==> config.mk <==
export PLATFORM = sky130hd
export DESIGN_NAME = ssfa_back
export DESIGN_NICKNAME = d
export VERILOG_FILES = /design/src/sv/ssfa_pkg.sv /design/src/sv/ssfa_divider.sv /design/src/sv/ssfa_back.sv
export SDC_FILE = /design/constraint.sdc
export NUM_CORES = 2
export LEC_CHECK = 0
export BUFFER_PORTS_ARGS = -buffer_cell sky130_fd_sc_hd__buf_2
export CORE_AREA = 2 2 361 363
export CTS_BUF_LIST = sky130_fd_sc_hd__clkbuf_8
export CTS_CLUSTER_SIZE = 20
export DETAILED_ROUTE_END_ITERATION = 8
export DIE_AREA = 0 0 363 365
export GPL_ROUTABILITY_DRIVEN = 0
export PLACE_DENSITY = 0.8
export SLEW_MARGIN = 20
export SYNTH_ARGS = -nofsm -noshare
export SYNTH_HDL_FRONTEND = slang
export SYNTH_SLANG_ARGS = --single-unit
==> constraint.sdc <==
create_clock -name clk -period 34.4 [get_ports clk]
set_input_delay 5.16 -clock clk [delete_from_list [all_inputs] [get_ports clk]]
set_output_delay 5.16 -clock clk [all_outputs]
set_load 0.1 [all_outputs]
==> src/sv/ssfa_pkg.sv <==
package ssfa_pkg;

  localparam int NFEAT         = 9;
  localparam int FEAT_W        = 32;
  localparam int SUM_W         = 64;
  localparam int CNT_W         = 32;
  localparam int LEN_W         = 13;
  localparam int CFG_IDX_W     = 2;
  localparam int CFG_DATA_W    = 32;
  localparam int MAX_BLOCK_LEN_DEF = 4096;

  localparam logic [CFG_IDX_W-1:0] REG_LEVEL_THRESHOLD = 2'd0;
  localparam logic [CFG_IDX_W-1:0] REG_SILENCE_LIMIT   = 2'd1;
  localparam logic [CFG_IDX_W-1:0] REG_PITCH_LOW       = 2'd2;
  localparam logic [CFG_IDX_W-1:0] REG_PITCH_HIGH      = 2'd3;

  localparam logic signed [31:0] LEVEL_THRESHOLD_RST = -32'sd3276800;
  localparam logic [23:0] SILENCE_LIMIT_RST = 24'd22050;
  localparam logic [30:0] PITCH_LOW_RST     = 31'd3932160;
  localparam logic [30:0] PITCH_HIGH_RST    = 31'd39321600;

  typedef struct packed {
    logic [LEN_W-1:0] block_len;
    logic signed [FEAT_W-1:0] pitch;
    logic signed [FEAT_W-1:0] level_db;
    logic signed [FEAT_W-1:0] centroid;
    logic signed [FEAT_W-1:0] kurtosis;
    logic signed [FEAT_W-1:0] crossing_rate;
    logic signed [FEAT_W-1:0] crest;
    logic signed [FEAT_W-1:0] rolloff;
    logic signed [FEAT_W-1:0] peak_energy;
    logic signed [FEAT_W-1:0] flatness;
  } in_item_t;

  typedef struct packed {
    logic signed [FEAT_W-1:0] avg_pitch;
    logic signed [FEAT_W-1:0] avg_level_db;
    logic signed [FEAT_W-1:0] avg_centroid;
    logic signed [FEAT_W-1:0] avg_kurtosis;
    logic signed [FEAT_W-1:0] avg_crossing_rate;
    logic signed [FEAT_W-1:0] avg_crest;
    logic signed [FEAT_W-1:0] avg_rolloff;
    logic signed [FEAT_W-1:0] avg_peak_energy;
    logic signed [FEAT_W-1:0] avg_flatness;
    logic [CNT_W-1:0] segment_blocks;
  } out_item_t;

  typedef enum logic [1:0] {
    OP_START,
    OP_ACCUM,
    OP_FINISH
  } op_t;

  // classified command from front to back
  typedef struct packed {
    op_t op;
    logic loud;
    logic pitch_in_band;
    logic [LEN_W-1:0] len;
    logic signed [NFEAT*FEAT_W-1:0] feats;
  } cmd_t;

  typedef enum logic [1:0] {
    BK_IDLE,
    BK_START,
    BK_DIV,
    BK_OUT
  } bk_state_t;

endpackage

==> src/sv/ssfa_divider.sv <==
module ssfa_divider
  import ssfa_pkg::*;
(
  input  logic clk,
  input  logic rst_n,
  input  logic start,
  input  logic signed [SUM_W-1:0] dividend,
  input  logic [CNT_W-1:0] divisor,
  output logic done,
  output logic signed [FEAT_W-1:0] quot
);
  // restoring division, one quotient bit a cycle, magnitude then sign
  logic [SUM_W-1:0] q_r, q_nxt;
  logic [CNT_W:0]   rem_r, rem_nxt;
  logic [CNT_W-1:0] d_r;
  logic             neg_r, busy_r;
  logic [6:0]       cnt_r;
  logic [CNT_W:0]   sh, diff;
  logic [SUM_W-1:0] mag;
  logic signed [SUM_W:0] sq;

  assign mag = dividend[SUM_W-1] ? (~dividend + 1'b1) : dividend;
  assign sh = {rem_r[CNT_W-1:0], q_r[SUM_W-1]};
  assign diff = sh - {1'b0, d_r};
  assign rem_nxt = diff[CNT_W] ? sh : diff;
  assign q_nxt = {q_r[SUM_W-2:0], ~diff[CNT_W]};

  always_ff @(posedge clk) begin
    if (!rst_n) begin
      busy_r <= 1'b0;
      done <= 1'b0;
      cnt_r <= '0;
    end else begin
      done <= 1'b0;
      if (start) begin
        busy_r <= 1'b1;
        cnt_r <= 7'(SUM_W);
      end else if (busy_r) begin
        cnt_r <= cnt_r - 7'd1;
        if (cnt_r == 7'd1) begin
          busy_r <= 1'b0;
          done <= 1'b1;
        end
      end
    end
    if (start) begin
      q_r <= mag;
      rem_r <= '0;
      d_r <= (divisor == '0) ? CNT_W'(1) : divisor;
      neg_r <= dividend[SUM_W-1];
    end else if (busy_r) begin
      q_r <= q_nxt;
      rem_r <= rem_nxt;
    end
  end

  assign sq = neg_r ? -$signed({1'b0, q_r}) : $signed({1'b0, q_r});
  always_comb begin
    if (sq > $signed((SUM_W+1)'(32'h7FFFFFFF))) quot = 32'sh7FFFFFFF;
    else if (sq < -$signed((SUM_W+1)'(33'h080000000))) quot = 32'sh80000000;
    else quot = sq[FEAT_W-1:0];
  end
endmodule

==> src/sv/ssfa_back.sv <==
module ssfa_back
  import ssfa_pkg::*;
(
  input  logic      clk,
  input  logic      rst_n,
  input  logic      q_valid,
  output logic      q_ready,
  input  cmd_t      q_data,
  output logic      out_valid,
  input  logic      out_ready,
  output out_item_t out_data
);
  bk_state_t st_r, st_nxt;
  logic signed [SUM_W-1:0] sum_r [NFEAT];
  logic [CNT_W-1:0] cnt_r;
  logic [3:0] idx_r, idx_nxt;
  logic signed [FEAT_W-1:0] avg_r [NFEAT];
  logic div_start, div_done, take;
  logic signed [FEAT_W-1:0] quot;
  logic [CNT_W-1:0] cnt_inc;

  assign cnt_inc = (cnt_r == '1) ? cnt_r : cnt_r + 1'b1;
  assign take = q_valid && q_ready;

  ssfa_divider u_div (
    .clk(clk), .rst_n(rst_n), .start(div_start), .dividend(sum_r[idx_r]),
    .divisor(cnt_r), .done(div_done), .quot(quot)
  );

  always_comb begin
    st_nxt = st_r;
    idx_nxt = idx_r;
    q_ready = 1'b0;
    div_start = 1'b0;
    unique case (st_r)
      BK_IDLE: begin
        q_ready = 1'b1;
        if (q_valid && q_data.op == OP_FINISH) begin
          st_nxt = BK_START;
          idx_nxt = '0;
        end
      end
      BK_START: begin
        div_start = 1'b1;
        st_nxt = BK_DIV;
      end
      BK_DIV: begin
        if (div_done) begin
          if (idx_r == 4'(NFEAT-1)) begin
            st_nxt = BK_OUT;
          end else begin
            idx_nxt = idx_r + 4'd1;
            st_nxt = BK_START;
          end
        end
      end
      BK_OUT: begin
        if (out_ready) st_nxt = BK_IDLE;
      end
      default: st_nxt = BK_IDLE;
    endcase
  end

  always_ff @(posedge clk) begin
    if (!rst_n) st_r <= BK_IDLE;
    else st_r <= st_nxt;
  end

  // sums: start clears, accumulate saturates
  always_ff @(posedge clk) begin
    logic signed [SUM_W:0] s;
    logic signed [FEAT_W-1:0] f;
    idx_r <= idx_nxt;
    if (st_r == BK_DIV && div_done) avg_r[idx_r] <= quot;
    if (take) begin
      unique case (q_data.op)
        OP_START: begin
          cnt_r <= CNT_W'(1);
          for (int i = 0; i < NFEAT; i++) sum_r[i] <= '0;
        end
        OP_ACCUM: begin
          cnt_r <= cnt_inc;
          for (int i = 0; i < NFEAT; i++) begin
            f = q_data.feats[(NFEAT-1-i)*FEAT_W +: FEAT_W];
            s = {sum_r[i][SUM_W-1], sum_r[i]} + (SUM_W+1)'(f);
            if (i != 0 || q_data.pitch_in_band) begin
              if (s[SUM_W] != s[SUM_W-1])
                sum_r[i] <= s[SUM_W] ? {1'b1, {(SUM_W-1){1'b0}}} : {1'b0, {(SUM_W-1){1'b1}}};
              else
                sum_r[i] <= s[SUM_W-1:0];
            end
          end
        end
        OP_FINISH: cnt_r <= cnt_inc;
        default: ;
      endcase
    end
  end

  assign out_valid = (st_r == BK_OUT);
  assign out_data = {avg_r[0], avg_r[1], avg_r[2], avg_r[3], avg_r[4], avg_r[5],
                     avg_r[6], avg_r[7], avg_r[8], cnt_r};
endmodule

==> impl_metrics.csv <==
group,metric,value,unit
clock_tree,cts_resized,0,
sta,finalCritPeriodShare,29.3,%
clock_tree,clock_latency,950,ps
floorplanning,die-area,0.132,mm^2
detailed_routing,drtIter0Drc,8864,
setup_path,path_class,"in -> reg",
hold_path,worstHoldStart,"u_div.rem_r[20]",
clock_tree,postCtsHoldBufs,0,
logic_synthesis,syn_avg_cell_area,9.57,um^2
logic_synthesis,synth_area_leaders,"edfxtp_1, ha_1, o21ai_0, a21oi_1, a21o_1",
hold_path,worst_hold_path.endpoint,"u_div.rem_r[20]",
logic_synthesis,yosysUniqueCellTypes,87,
floorplanning,ioPinCount,631,
logic_synthesis,ys_warn_count,0,
detailed_routing,via_per_inst,6.79,
finish,drive_gt1_share,13.3,%
sta,worst_slew_pin_slew,1170,ps
finish,fin_nets,9736,
logic_synthesis,synthArstFlopShare,0,%
detailed_routing,drc_errors,0,
sta,finalSetupTns,0,ps
clock_tree,cts_tree,"done",
logic_synthesis,seq_area_frac_synth,38.3,%
detailed_routing,drt_wl_total,259000,um
sta,fin_ws,24330,ps
clock_tree,cts_buffers,182,
grt,grt_pass1_wl,387000,um
setup_path,reg2reg_depth,13,
pwr,p_leak,36.6,nW
sta,skew,42.6,ps
grt,antenna_found_initial,35,
sta,slew_headroom,21.5,%
setup_path,reg2reg_to,"u_div.q_r[53]",
logic_synthesis,yosysTopAreaCell,"edfxtp_1",
clock_tree,cts.sinks,1044,
floorplanning,core_area,0.129,mm^2
floorplanning,fp.dieH,365,um
logic_synthesis,synth-main-ff-cell,"edfxtp_1",
logic_synthesis,synthMostInstantiatedCell,"edfxtp_1",
setup_path,crit_fanout,43,
hold_path,min_path_type,"reg -> reg",
sta,finalMaxSlewViolations,0,
pwr,power_density,44.0,mW/mm^2
logic_synthesis,synthCells,8422,
clock_tree,post-cts-setup-buffers,0,
grt,grt_max_degree,164,
finish,fillCellCount,9803,
clock_tree,ctsLongestPathBuffers,3,
floorplanning,start_util,62.6,%
logic_synthesis,netlist_area,0.0806,mm^2
grt,grt_usage,37.8,%
placement,place_worst_setup_slack,23680,ps
sta,min_period,10070,ps
placement,hpwlAfterDp,197000,um
floorplanning,die_w,363,um
pwr,p_total,3.88,mW
placement,port_buffers,616,
detailed_routing,wire_per_inst,24.3,um
hold_path,hold_depth,2,
logic_synthesis,syn_nets,9362,
sta,hold_viol,0,
detailed_routing,vias,72268,
pwr,peakVddDrop,0.0478,mV
logic_synthesis,synth-edff-count,997,
sta,setup_viol,0,
grt,grt_pass1_vias,67114,
setup_path,cp_data_arrival_time,10860,ps
sta,fmax,99.3,MHz
setup_path,rrSetupSlack,27780,ps
finish,area_growth,9.48,%
clock_tree,path_clk_slew,70,ps
setup_path,endpoint_kind,"register",
detailed_routing,drtPass1Iterations,8,
logic_synthesis,ys_seq_elements,1044,
logic_synthesis,synth_top_area_share,37.2,%
sta,rsz0062_at_grt,"false",
setup_path,cp.required,35190,ps
setup_path,start_kind,"input port",
outcome,status,"finished clean",
detailed_routing,postRouteAntennaNets,0,
logic_synthesis,synthTopCellsByCount,"edfxtp_1, o21ai_0, a21oi_1",
clock_tree,cts_max_level,4,
grt,grt_overflow,0,
clock_tree,clock-root-buffer,"clkbuf_8",
flow_run,maxCapViolCount,0,
floorplanning,core.rowCount,132,
cell families after synthesis:
kind of cell	Yosys count	synth area share, %
xor gates and xnor gates	698	7.59
adders and majority gates	631	9.89
buffers and inverters	724	3.43
DFF	1044	38.3
and+or+nand+nor	2006	12.2
muxes	238	5.00
AOI/OAI and AO/OA	3081	23.5
flip-flops by register name, summed over array words and instances (netlist names), named ones only:
name          count
u_div.rem_r      32
cnt_r            32
sum_r           576
avg_r           288
idx_r             4
u_div.q_r        64
u_div.d_r        32
u_div.neg_r       1
u_div.done        1
st_r              2
u_div.busy_r      1
u_div.cnt_r       7
cell usage in the layout (no fill, tap or decap), drive strengths merged, types with 168 or more instances in the layout:
| master | n |
|---|---|
| buf | 671 |
| xor2 | 333 |
| nand3 | 183 |
| nand2 | 601 |
| clkbuf | 185 |
| ha | 621 |
| xnor2 | 365 |
| a21o | 502 |
| a21oi | 820 |
| inv | 301 |
| nor2 | 424 |
| edfxtp | 997 |
| o21ai | 959 |
| nand4 | 168 |
worst max path at each step:
stage | from | cells after the start | slack, ps | end
detailed placement | q_data[204] | 15 | 23680 | sum_r[2][4]
floorplan | q_data[304] | 4 | 9040 | sum_r[1][0]
CTS | q_data[204] | 15 | 24670 | sum_r[2][22]
global placement | q_data[204] | 15 | 23780 | sum_r[2][4]
global route | q_data[63] | 14 | 24330 | sum_r[7][13]
finish | q_data[202] | 14 | 24330 | sum_r[2][4]
per-layer routing:
metal  GRT usage [%]  part of all wire, %  routed length [um]  up-vias
li1                -                    -                   -    32827
met1            47.7                   37               95600    34135
met2            58.4                   44              114000     4384
met3            9.40                   12               31600      908
met4            23.4                  7.0               18200       14
met5          0.0726                0.036                  92        -
through the flow:
stage	instance area, um^2	utilization (%)	hold slack [ps]	std cells
global route	88200	68.5	533	10637
detailed placement	84500	65.7	483	10286
floorplan	80600	-	440	8422
finish	88200	68.6	497	10644
global placement	84500	65.7	474	10286
CTS	88100	68.5	497	10619
where the power goes:
| part | switching, mW | internal, mW | leakage (nW) |
|---|---|---|---|
| Combinational | 0.725 | 0.449 | 24.9 |
| Sequential | 0.0705 | 1.47 | 9.71 |
| Clock | 0.571 | 0.594 | 2.02 |
| Total | 1.37 | 2.51 | 36.6 |
final cells by class:
class,instances,area [um^2],area share [%]
clock inverter,148,1050,1.19
timing repair buffer,671,3530,4.00
tap,1675,2100,2.38
multi-input combinational,6654,47100,53.4
sequential,1044,30900,35.0
inverter,243,912,1.03
antenna,24,60.1,0.0681
clock buffer,185,2550,2.89
critical path: stages:
cell and delay (ps):
buf_2 110, ha_1 370, nand4_1 160, nor2_1 520, o221ai_1 530, a21oi_1 330, o311ai_0 290, a211oi_1 850
o2111ai_1 230, a21oi_1 520, o211ai_1 240, a21oi_4 680, buf_4 580, o21bai_1 190
No activity file was read; power rests on OpenSTA's default activity.
