==> src/sv/ssfa_pkg.sv <==
package ssfa_pkg;

  localparam int NFEAT         = 9;
  localparam int FEAT_W        = 32;
  localparam int SUM_W         = 64;
  localparam int CNT_W         = 32;
  localparam int LEN_W         = 13;
  localparam int CFG_IDX_W     = 2;
  localparam int CFG_DATA_W    = 32;
  localparam int MAX_BLOCK_LEN_DEF = 4096;

  localparam logic [CFG_IDX_W-1:0] REG_LEVEL_THRESHOLD = 2'd0;
  localparam logic [CFG_IDX_W-1:0] REG_SILENCE_LIMIT   = 2'd1;
  localparam logic [CFG_IDX_W-1:0] REG_PITCH_LOW       = 2'd2;
  localparam logic [CFG_IDX_W-1:0] REG_PITCH_HIGH      = 2'd3;

  localparam logic signed [31:0] LEVEL_THRESHOLD_RST = -32'sd3276800;
  localparam logic [23:0] SILENCE_LIMIT_RST = 24'd22050;
  localparam logic [30:0] PITCH_LOW_RST     = 31'd3932160;
  localparam logic [30:0] PITCH_HIGH_RST    = 31'd39321600;

  typedef struct packed {
    logic [LEN_W-1:0] block_len;
    logic signed [FEAT_W-1:0] pitch;
    logic signed [FEAT_W-1:0] level_db;
    logic signed [FEAT_W-1:0] centroid;
    logic signed [FEAT_W-1:0] kurtosis;
    logic signed [FEAT_W-1:0] crossing_rate;
    logic signed [FEAT_W-1:0] crest;
    logic signed [FEAT_W-1:0] rolloff;
    logic signed [FEAT_W-1:0] peak_energy;
    logic signed [FEAT_W-1:0] flatness;
  } in_item_t;

  typedef struct packed {
    logic signed [FEAT_W-1:0] avg_pitch;
    logic signed [FEAT_W-1:0] avg_level_db;
    logic signed [FEAT_W-1:0] avg_centroid;
    logic signed [FEAT_W-1:0] avg_kurtosis;
    logic signed [FEAT_W-1:0] avg_crossing_rate;
    logic signed [FEAT_W-1:0] avg_crest;
    logic signed [FEAT_W-1:0] avg_rolloff;
    logic signed [FEAT_W-1:0] avg_peak_energy;
    logic signed [FEAT_W-1:0] avg_flatness;
    logic [CNT_W-1:0] segment_blocks;
  } out_item_t;

  typedef enum logic [1:0] {
    OP_START,
    OP_ACCUM,
    OP_FINISH
  } op_t;

  // classified command from front to back
  typedef struct packed {
    op_t op;
    logic loud;
    logic pitch_in_band;
    logic [LEN_W-1:0] len;
    logic signed [NFEAT*FEAT_W-1:0] feats;
  } cmd_t;

  typedef enum logic [1:0] {
    BK_IDLE,
    BK_START,
    BK_DIV,
    BK_OUT
  } bk_state_t;

endpackage

==> src/sv/ssfa_front.sv <==
module ssfa_front
  import ssfa_pkg::*;
#(
  parameter int MAX_BLOCK_LEN = MAX_BLOCK_LEN_DEF
) (
  input  logic     clk,
  input  logic     rst_n,
  input  logic     in_valid,
  output logic     in_ready,
  input  in_item_t in_data,
  input  logic signed [31:0] level_threshold,
  input  logic [23:0] silence_limit,
  input  logic [30:0] pitch_low,
  input  logic [30:0] pitch_high,
  output logic     q_valid,
  input  logic     q_ready,
  output cmd_t     q_data
);
  // front tracks segment and quiet state, back does sums and division
  localparam int QD = 2;

  logic in_seg_r, in_seg_nxt;
  logic [CNT_W-1:0] quiet_r, quiet_nxt;
  cmd_t q_mem_r [QD];
  logic [1:0] q_cnt_r;
  logic       q_wp_r, q_rp_r;

  logic acc, push, pop, loud, inband;
  logic [LEN_W-1:0] len;
  logic [CNT_W:0] qsum;
  logic [CNT_W-1:0] qbase;
  cmd_t cmd;

  assign in_ready = (q_cnt_r != 2'd2);
  assign acc = in_valid && in_ready;
  assign loud = $signed(in_data.level_db) >= level_threshold;
  assign inband = ($signed(in_data.pitch) >= $signed({1'b0, pitch_low})) &&
                  ($signed(in_data.pitch) <= $signed({1'b0, pitch_high}));
  assign len = (32'(in_data.block_len) > 32'(MAX_BLOCK_LEN)) ?
               LEN_W'(MAX_BLOCK_LEN) : in_data.block_len;
  assign qbase = loud ? '0 : quiet_r;
  assign qsum = {1'b0, qbase} + {{(CNT_W+1-LEN_W){1'b0}}, len};

  always_comb begin
    in_seg_nxt = in_seg_r;
    quiet_nxt = quiet_r;
    push = 1'b0;
    cmd.op = OP_ACCUM;
    cmd.loud = loud;
    cmd.pitch_in_band = inband;
    cmd.len = len;
    cmd.feats = {in_data.pitch, in_data.level_db, in_data.centroid, in_data.kurtosis,
                 in_data.crossing_rate, in_data.crest, in_data.rolloff,
                 in_data.peak_energy, in_data.flatness};
    if (acc) begin
      if (!in_seg_r) begin
        if (loud) begin
          in_seg_nxt = 1'b1;
          quiet_nxt = '0;
          cmd.op = OP_START;
          push = 1'b1;
        end
      end else if (quiet_r < {8'd0, silence_limit}) begin
        quiet_nxt = qsum[CNT_W] ? '1 : qsum[CNT_W-1:0];
        push = 1'b1;
      end else begin
        in_seg_nxt = 1'b0;
        cmd.op = OP_FINISH;
        push = 1'b1;
      end
    end
  end

  assign pop = q_valid && q_ready;
  assign q_valid = (q_cnt_r != 2'd0);
  assign q_data = q_mem_r[q_rp_r];

  always_ff @(posedge clk) begin
    if (!rst_n) begin
      in_seg_r <= 1'b0;
      quiet_r <= '0;
      q_cnt_r <= '0;
      q_wp_r <= 1'b0;
      q_rp_r <= 1'b0;
    end else begin
      in_seg_r <= in_seg_nxt;
      quiet_r <= quiet_nxt;
      if (push) q_wp_r <= ~q_wp_r;
      if (pop) q_rp_r <= ~q_rp_r;
      q_cnt_r <= q_cnt_r + {1'b0, push} - {1'b0, pop};
    end
    if (push) q_mem_r[q_wp_r] <= cmd;
  end
endmodule

==> config.mk <==
export PLATFORM = sky130hd
export DESIGN_NAME = ssfa_front
export DESIGN_NICKNAME = d
export VERILOG_FILES = /design/src/sv/ssfa_pkg.sv /design/src/sv/ssfa_front.sv
export SDC_FILE = /design/constraint.sdc
export NUM_CORES = 1
export LEC_CHECK = 0
export ABC_AREA = 1
export BUFFER_PORTS_ARGS = -buffer_cell sky130_fd_sc_hd__buf_2
export CAP_MARGIN = 20
export CORE_AREA = 2 2 287 289
export CTS_CLUSTER_SIZE = 28
export DETAILED_ROUTE_END_ITERATION = 16
export DIE_AREA = 0 0 289 291
export SLEW_MARGIN = 20
export SYNTH_ARGS = -nofsm -noshare
export SYNTH_HDL_FRONTEND = slang
export SYNTH_SLANG_ARGS = --single-unit
==> constraint.sdc <==
create_clock -name clk -period 19.7 [get_ports clk]
set_clock_uncertainty 0.15 [all_clocks]
set_input_delay 0.985 -clock clk [delete_from_list [all_inputs] [get_ports clk]]
set_output_delay 0.985 -clock clk [all_outputs]
set_load 0.01 [all_outputs]
==> flow_metrics.py, run 1 <==
metrics = {
    "clock_network": {
        "postCtsSetupRepairBufs": 0,
        "cts_resized": 0,
        "cts_root_buffer": "clkbuf_16",
        "clock_path_buffers": 3,
        "cts_made_buffers": 71,
        "clock-sinks": 648,
        "ctsHoldBuffers": 0,
        "cts_max_level": 3,
        "clock_latency_ps": 600,
        "tritoncts": "done",
        "clkTransAtPathRegs_ps": 60,
    },
    "finish": {
        "fillCellCount": 7434,
        "layout_commonest_cell": "buf_2",
        "area_growth_pct": 25.8,
        "final_cell_mix": "729 x buf_2, 610 x edfxtp_1, 305 x mux2_2, 227 x inv_1, 144 x nand2_1",
        "final_layout_size_suffix_gt1_share_pct": 43.4,
        "nets": 3255,
    },
    "logic_synthesis": {
        "synth_top_area_share_pct": 65.2,
        "synth_nets": 2490,
        "yosys_warnings": 0,
        "synth_ff_type": "edfxtp_1",
        "ys_top_cells_by_area": "edfxtp_1 65%, mux2_2 12%, ha_1 5.9%, inv_1 3.0%, dfxtp_1 2.7%",
        "ys_async_sr_fraction_pct": 0,
        "avgSynthCellArea_um2": 14.5,
        "yosysSeqAreaShare_pct": 67.9,
        "yosysTopAreaCell": "edfxtp_1",
        "yosysUniqueCellTypes": 46,
        "synth_edf_count": 610,
        "ys_ff_latch": 648,
        "netlist_area_um2": 28100,
        "syn_inst": 1934,
    },
    "routing": {
        "drt_iter0_markers": 834,
        "ant_nets": 0,
        "num_vias": 18100,
        "first_pass_iters": 5,
        "via_per_inst": 4.71,
        "wl_per_cell_um": 19.8,
        "drcViolationCount": 0,
        "wl_um": 76100,
    },
    "timing": {
        "slew_headroom_pct": 35.9,
        "max_freq_mhz": 165,
        "timing.final.crit_share_pct": 30.9,
        "rsz0062_at_grt": "no",
        "fin_ws_ps": 13620,
        "setup_viol": 0,
        "slew_violations": 0,
        "worst_slew_pin_slew_ps": 961,
        "hold_viol": 0,
        "finalSetupTns_ps": 0,
        "period_needed_ps": 6080,
    },
    "setup_path": {
        "path_class": "primary input to register",
        "crit_family": "buffers and inverters",
        "crit_buf_inv": 5,
        "cp_cell_sequence": "buf_2 > ha_1 > a21oi_1 > o21ai_0 > nand2_1 > nand2_1 > a21oi_1 > nand3_2 > nand3_4 > nor2_1 > inv_1 > nand2_1 > nor2_4 > buf_4 > buf_4 > buf_4",
        "cp.required_ps": 19770,
        "critPathMaxFanout": 71,
        "critPathMaxStageDelay_ps": 840,
        "reg2reg_slack_ps": 14990,
        "start_kind": "primary input",
        "crit_path_end_kind": "register",
        "crit_slowest_cell": "buf_4",
        "cp.arrival_ps": 6140,
    },
    "global_route": {
        "grt_first_pass_wirelength_um": 111000,
        "grt_overflow": 0,
        "grt_max_degree": 81,
        "grt_pass1_vias": 18600,
        "grtUsageTotal_pct": 17.3,
        "antenna_found_initial": 24,
    },
    "placement": {
        "gp_congestion": 0.857,
        "pre_cts_ws_ps": 12840,
        "dp.final_hpwl_um": 56800,
        "port_buffers": 729,
    },
    "floorplanning": {
        "rows": 105,
        "dieArea_um2": 84100,
        "die_y_um": 291,
        "io_pins": 730,
        "start_util_pct": 34.6,
        "die_w_um": 289,
        "core_um2": 81200,
    },
    "power_and_ir_drop": {
        "leakagePower_nw": 14.3,
        "p_per_area_nw_per_um2": 115,
        "irDropWorstVdd_mv": 0.0665,
    },
    "worst_hold_path": {
        "hold_class": "register to register",
    },
    "flow_run": {
        "maxCapViolCount": 0,
    },
    "status": {
        "status": "completed",
    },
}
-- report_power, final --
group          internal [mW]  leakage [nW]  switching, mW
Combinational          0.416          7.24          0.580
Sequential              1.70          5.91         0.0622
Clock                  0.747          1.12          0.550
Total                   2.86          14.3           1.19
-- cells in the mapped netlist (2+ instances only) --
cell / instances
o2111ai_1: 2
o21ai_1: 22
nand3b_1: 6
nand2_1: 144
nor4_1: 4
nand3_1: 58
nor2_2: 8
o21a_1: 3
a21oi_1: 95
inv_1: 227
nand4_1: 23
a21o_1: 3
a211oi_1: 3
a31o_2: 2
xor2_1: 5
nand2_2: 5
clkbuf_1: 44
a31oi_1: 2
nand3_2: 3
nor3_4: 3
nor3_1: 8
buf_6: 3
o211ai_1: 3
o21ai_0: 51
nor3_2: 6
ha_1: 132
xnor2_1: 7
nor2_1: 88
buf_1: 3
dfxtp_1: 38
or2_2: 2
buf_4: 2
mux2_2: 305
buf_2: 3
edfxtp_1: 610
-- path summary, 6_finish.rpt --
| check | start | to | cells past startpoint |
|---|---|---|---|
| setup / recovery | in_data[251] | q_mem_r[0][223] | 16 |
| hold / removal | q_rp_r | register | 1 |
| setup reg to reg | in_seg_r | q_mem_r[0][223] | 8 |
| hold reg to reg | q_rp_r | register | 1 |
-- kinds of logic (layout without fill, tap and decap cells) --
kind of cell,Yosys count,count (layout),share of synthesized area [%]
AO/OA/AOI/OAI,191,191,3.62
other,0,13,0
flip-flops,648,648,67.9
XOR/XNOR,12,12,0.374
multiplexers,305,305,12.2
adder cells (fa/ha/maj),133,133,5.95
buffers and inverters,283,1102,3.90
AND/OR/NAND/NOR,362,362,6.08
-- metrics by stage --
stage               hold slack, ps  utilization, %  instances  cell area, um^2  power [mW]
floorplan                      276               -       1934            28100        2.45
global placement               276            40.7       3695            33000        2.78
detailed placement             291            40.7       3695            33000        2.80
CTS                            303            43.5       3822            35300        4.11
global route                   324            43.6       3833            35400        4.25
finish                         300            43.6       3836            35400        4.06
-- layer usage --
layer  track usage [%]  part of all wire (%)  up-vias
li1                  -                     -     8589
met1              19.9                    39     8783
met2              31.5                    52      569
met3              4.53                   7.2      106
met4              4.94                   2.0       10
met5                 0                 0.075        -
-- sequential cells by signal (all words and copies together) (netlist names), named ones only --
name      cells
in_seg_r      1
q_cnt_r       2
q_mem_r     610
q_rp_r        1
q_wp_r        1
quiet_r      32
-- cell type report --
cell class | instances | area (um^2) | share of cell area (%)
flip-flops and latches | 648 | 19100 | 53.9
multi-input cells | 1003 | 7960 | 22.5
repair buffers | 747 | 3800 | 10.8
clock buffers | 81 | 1840 | 5.19
well taps | 1070 | 1340 | 3.78
inverters | 228 | 856 | 2.42
clock inverters | 46 | 475 | 1.34
diodes | 13 | 32.5 | 0.0920
Note: power is estimated with default switching activity, not from simulation.
==> run 2: changes to the inputs <==
==> constraint.sdc (replaced) <==
create_clock -name clk -period 5.8 [get_ports clk]
set_clock_uncertainty 0.15 [all_clocks]
set_input_delay 0.29 -clock clk [delete_from_list [all_inputs] [get_ports clk]]
set_output_delay 0.29 -clock clk [all_outputs]
set_load 0.01 [all_outputs]
==> flow_metrics.py, run 2 (same netlist as run 1, synthesis figures left out) <==
metrics = {
    "flow_run": {
        "maxCapViolCount": 0,
    },
    "routing": {
        "routed-wl-met3_um": 5330,
        "dr.max_layer_used": "met5",
        "wl_per_cell_um": 19.4,
        "via_per_inst": 4.73,
        "wl_met2_um": 40700,
        "drt_iter0_markers": 952,
        "drt-met1-wl_um": 31000,
        "drcViolationCount": 0,
        "wl_um": 80200,
        "first_pass_iters": 5,
        "num_vias": 19600,
        "ant_nets": 0,
    },
    "finish": {
        "area_growth_pct": 38.3,
        "multi_input_area_um2": 8050,
        "largest_registers": "q_mem_r x610, quiet_r x32, q_cnt_r x2",
        "stdcell_count": 4145,
        "fillCellCount": 7151,
        "layout_commonest_cell": "buf_2",
        "final_cell_mix": "729 x buf_2, 610 x edfxtp_1, 305 x mux2_2, 303 x dlygate4sd3_1, 220 x inv_1",
        "nets": 3574,
        "register_area_um2": 19100,
        "final_layout_size_suffix_gt1_share_pct": 39.7,
        "largest_reg_flops": 610,
        "finish.utilization_pct": 47.9,
        "regMostFlops": "q_mem_r",
    },
    "setup_path": {
        "critPathMaxFanout": 9,
        "cp.required_ps": 6150,
        "crit_buf_inv": 3,
        "worst-path-stages": 28,
        "cp.arrival_ps": 5600,
        "path_class": "primary input to register",
        "r2r_end": "quiet_r[7]",
        "reg2reg_slack_ps": 2470,
        "cp-startpoint": "in_data[231]",
        "crit_slowest_cell": "dlygate4sd3_1",
        "crit_top_cell": "nand2_1",
        "critPathMaxStageDelay_ps": 530,
        "reg2reg_depth": 15,
        "crit_family": "simple AND/OR/NAND/NOR gates",
        "r2r-start": "quiet_r[3]",
        "crit_path_end_kind": "register",
        "start_kind": "primary input",
        "worstSetupEndpoint": "quiet_r[29]",
    },
    "placement": {
        "dp.final_hpwl_um": 57900,
        "gp_congestion": 0.869,
        "port_buffers": 729,
        "place_inst": 3708,
        "pre_cts_ws_ps": 418,
    },
    "power_and_ir_drop": {
        "p_sw_mw": 4.19,
        "switching_share_pct": 29.2,
        "seqPwrFrac_pct": 41.5,
        "clockPowerShare_pct": 32.9,
        "finalPower_mw": 14.4,
        "irDropWorstVdd_mv": 0.246,
        "leakagePower_nw": 15.7,
        "p_per_area_nw_per_um2": 369,
        "pwr-share-comb_pct": 25.6,
        "intPower_mw": 10.2,
    },
    "floorplanning": {
        "die_y_um": 291,
        "start_util_pct": 34.6,
        "dieArea_um2": 84100,
        "rows": 105,
        "io_pins": 730,
        "core_um2": 81200,
        "die_w_um": 289,
    },
    "timing": {
        "whs_ps": 58.0,
        "fin_ws_ps": 554,
        "hold_viol": 0,
        "timing.final.crit_share_pct": 90.5,
        "max_freq_mhz": 191,
        "period_needed_ps": 5250,
        "rsz0062_at_grt": "no",
        "slew_violations": 0,
        "worst_slew_pin_slew_ps": 1090,
        "setup_viol": 0,
        "slew_headroom_pct": 27.3,
    },
    "global_route": {
        "antenna_found_initial": 5,
        "grt_first_pass_wirelength_um": 117000,
        "grt_max_degree": 131,
        "grt_pass1_vias": 20600,
        "grtUsageTotal_pct": 18.2,
        "grt_overflow": 0,
    },
    "clock_network": {
        "postCtsSetupRepairBufs": 0,
        "cts_root_buffer": "clkbuf_16",
        "clock-sinks": 648,
        "clock_path_buffers": 3,
        "cts_made_buffers": 75,
        "cts_max_level": 3,
        "clkTransAtPathRegs_ps": 60,
        "clock_latency_ps": 610,
        "tritoncts": "done",
        "ctsHoldBuffers": 303,
        "cts_resized": 0,
    },
    "worst_hold_path": {
        "hold_class": "primary input to register",
    },
    "status": {
        "status": "completed",
    },
}
run 2: worst min-delay path: stages:
cell and delay [ps]:
buf_2 100, inv_1 100, nor2_1 110
run 2: layout make-up:
cell class / count / area share, %
diodes: 3 / 0.0193
inverters: 228 / 2.25
multi-input cells: 1003 / 20.7
flip-flops and latches: 648 / 49.1
clock inverters: 42 / 1.36
repair buffers: 1062 / 18.1
well taps: 1070 / 3.44
clock buffers: 89 / 5.02
run 2: worst min path at each step:
stage | from | to | slack, ps | depth (start not counted)
after global placement | q_rp_r | register | 280 | 1
after CTS | in_data[297] | q_mem_r[1][297] | 8 | 3
after detailed placement | q_rp_r | register | 300 | 1
final | in_data[297] | q_mem_r[1][297] | 60 | 3
after floorplan | in_data[0] | q_mem_r[0][0] | 240 | 0
after global routing | in_data[297] | q_mem_r[1][297] | 50 | 3
run 2: layer usage:
metal | track usage, % | vias to the layer above
li1 | - | 9205
met1 | 20.8 | 9565
met2 | 32.7 | 664
met3 | 4.07 | 190
met4 | 7.39 | 2
met5 | 0 | -
run 2: stage by stage:
| stage | area, um^2 | TNS [ps] |
|---|---|---|
| final | 38900 | 0 |
| after global routing | 38900 | 0 |
| after CTS | 38900 | 0 |
| after detailed placement | 33400 | 0 |
| after global placement | 33400 | 0 |
| after floorplan | 28300 | -702480 |
run 2: power by group through the flow:
| stage | combinational (mW) | sequential, mW | clock [mW] |
|---|---|---|---|
| 2_1_floorplan | 2.09 | 6.05 | 0 |
| 3_3_place_gp | 3.49 | 6.02 | 0 |
| 3_5_place_dp | 3.53 | 6.05 | 0 |
| 4_1_cts | 3.72 | 5.95 | 4.86 |
| 5_1_grt | 3.97 | 5.99 | 5.03 |
| 6_report | 3.68 | 5.95 | 4.72 |
==> run 3: changes to the inputs <==
--- a/config.mk
+++ b/config.mk
@@ -8,10 +8,10 @@
 export ABC_AREA = 1
 export BUFFER_PORTS_ARGS = -buffer_cell sky130_fd_sc_hd__buf_2
 export CAP_MARGIN = 20
-export CORE_AREA = 2 2 287 289
+export CORE_AREA = 2 2 284 286
 export CTS_CLUSTER_SIZE = 28
 export DETAILED_ROUTE_END_ITERATION = 16
-export DIE_AREA = 0 0 289 291
+export DIE_AREA = 0 0 286 288
 export SLEW_MARGIN = 20
 export SYNTH_ARGS = -nofsm -noshare
 export SYNTH_HDL_FRONTEND = slang
==> constraint.sdc (replaced) <==
create_clock -name clk -period 4.7 [get_ports clk]
set_clock_uncertainty 0.15 [all_clocks]
set_input_delay 0.235 -clock clk [delete_from_list [all_inputs] [get_ports clk]]
set_output_delay 0.235 -clock clk [all_outputs]
set_load 0.01 [all_outputs]
==> flow_metrics.py, run 3 (same netlist as run 1, synthesis figures left out) <==
metrics = {
    "global_route": {
        "grt_max_degree": 64,
        "grt_first_pass_wirelength_um": 119000,
        "grtUsageTotal_pct": 18.9,
        "antenna_found_initial": 14,
        "grt_overflow": 0,
        "grt_pass1_vias": 20800,
    },
    "clock_network": {
        "tritoncts": "done",
        "clock-sinks": 648,
        "clock_latency_ps": 620,
        "clkTransAtPathRegs_ps": 60,
        "cts_made_buffers": 74,
        "cts_max_level": 3,
        "cts_root_buffer": "clkbuf_16",
        "clock_path_buffers": 3,
    },
    "finish": {
        "stdcell_count": 4167,
        "largest_reg_flops": 610,
        "fillCellCount": 6910,
        "finish.utilization_pct": 49.2,
        "regMostFlops": "q_mem_r",
        "area_growth_pct": 39.5,
        "nets": 3597,
        "final_cell_mix": "729 x buf_2, 610 x edfxtp_1, 305 x mux2_2, 305 x dlygate4sd3_1, 220 x inv_1",
        "layout_commonest_cell": "buf_2",
        "final_layout_size_suffix_gt1_share_pct": 40.5,
        "largest_registers": "q_mem_r x610, quiet_r x32, q_cnt_r x2",
    },
    "floorplanning": {
        "dieArea_um2": 82400,
        "start_util_pct": 35.3,
        "rows": 104,
        "die_w_um": 286,
        "io_pins": 730,
        "die_y_um": 288,
        "core_um2": 79600,
    },
    "timing": {
        "max_freq_mhz": 227,
        "worst_slew_pin_slew_ps": 894,
        "fin_ws_ps": 295,
        "rsz0062_at_grt": "no",
        "hold_viol": 0,
        "slew_violations": 0,
        "slew_headroom_pct": 40.4,
        "setup_viol": 0,
        "whs_ps": 148,
        "timing.final.crit_share_pct": 93.7,
        "period_needed_ps": 4400,
    },
    "placement": {
        "dp.final_hpwl_um": 58200,
        "port_buffers": 729,
        "pre_cts_ws_ps": -134,
        "gp_congestion": 0.884,
        "place_inst": 3714,
    },
    "power_and_ir_drop": {
        "finalPower_mw": 17.8,
        "irDropWorstVdd_mv": 0.289,
        "p_per_area_nw_per_um2": 455,
        "switching_share_pct": 29.2,
        "intPower_mw": 12.6,
        "leakagePower_nw": 15.9,
        "clockPowerShare_pct": 33.0,
        "pwr-share-comb_pct": 25.7,
        "p_sw_mw": 5.20,
        "seqPwrFrac_pct": 41.3,
    },
    "routing": {
        "ant_nets": 0,
        "drcViolationCount": 0,
        "drt_iter0_markers": 1129,
        "via_per_inst": 4.75,
        "wl_um": 81100,
        "wl_per_cell_um": 19.5,
        "num_vias": 19800,
        "first_pass_iters": 5,
    },
    "setup_path": {
        "crit_family": "simple AND/OR/NAND/NOR gates",
        "path_class": "primary input to register",
        "r2r_end": "quiet_r[24]",
        "crit_slowest_cell": "dlygate4sd3_1",
        "r2r-start": "quiet_r[1]",
        "start_kind": "primary input",
        "crit_buf_inv": 2,
        "reg2reg_depth": 15,
        "crit_path_end_kind": "register",
        "critPathMaxFanout": 7,
        "crit_top_cell": "nand2_1",
        "worstSetupEndpoint": "quiet_r[31]",
        "reg2reg_slack_ps": 1390,
        "cp.arrival_ps": 4800,
        "cp.required_ps": 5090,
        "critPathMaxStageDelay_ps": 550,
        "cp-startpoint": "in_data[235]",
        "worst-path-stages": 32,
    },
    "status": {
        "status": "completed",
    },
    "flow_run": {
        "maxCapViolCount": 0,
    },
    "worst_hold_path": {
        "hold_class": "primary input to register",
    },
}
==> run 3: cell types whose count changed in the layout (fill, tap and decap cells not counted), moves of 3 or more <==
cell	delta
diode_2	+7
clkinv_1	-3
buf_4	+16
a21oi_1	-3
nor2_1	-3
buf_12	+3
inv_6	-3
==> run 3: what timing repair did <==
action / CTS / global route
endpoints found under the hold margin: 628 / 0
gates resized for setup: 0 / 18
endpoints found under the setup margin: 0 / 32
buffers inserted: 0 / 4
hold buffers: 305 / 0
==> run 3: cell type report <==
class                   instances  area [um^2]  area share, %
well taps                    1060         1330           3.38
inverters                     228          873           2.23
clock inverters                40          544           1.39
multi-input cells            1005         8140           20.7
flip-flops and latches        648        19100           48.7
diodes                         10         25.0         0.0638
repair buffers               1084         7270           18.5
clock buffers                  92         1960           5.00
==> run 3: how the worst min path moves through the flow <==
stage                        from         endpoint  depth (start not counted)
finish              pitch_low[30]  q_mem_r[1][301]                          7
CTS                 pitch_low[30]  q_mem_r[1][301]                          7
global placement       in_data[2]    q_mem_r[0][2]                          1
detailed placement   in_data[209]  q_mem_r[1][209]                          1
global route         in_data[153]  q_mem_r[1][153]                          2
floorplan              in_data[0]    q_mem_r[0][0]                          0
==> run 3: power groups by stage <==
stage	Combinational [mW]	Sequential, mW	Clock, mW
floorplan	2.57	7.46	0
global placement	4.32	7.46	0
detailed placement	4.36	7.50	0
CTS	4.62	7.38	6.05
global route	4.94	7.44	6.27
finish	4.59	7.38	5.88
==> run 3: layer usage <==
metal  vias to the layer above  part of all wire [%]  routed length, um  track usage, %
met5                         -                 0.058                 47               0
met4                         8                   3.9               3140            8.27
met3                       171                   7.0               5720            4.77
met2                       742                    51              41200            33.8
met1                      9612                    38              31000            21.1
li1                       9278                     -                  -               -
==> run 3: worst register-to-register path, delay by kind of cell (launching register included) <==
kind                     cells  cell delay (ps)
flip-flops                   1              350
adder cells (fa/ha/maj)      1              290
buffers and inverters        2              860
AO/OA/AOI/OAI                5              780
AND/OR/NAND/NOR              7              760
==> run 3: per-stage QoR <==
step,cell area [um^2],TNS [ps]
2_1_floorplan,28300,-1340980
3_3_place_gp,33500,-52.7
3_5_place_dp,33500,-1390
4_1_cts,39100,0
5_1_grt,39200,0
6_report,39200,0
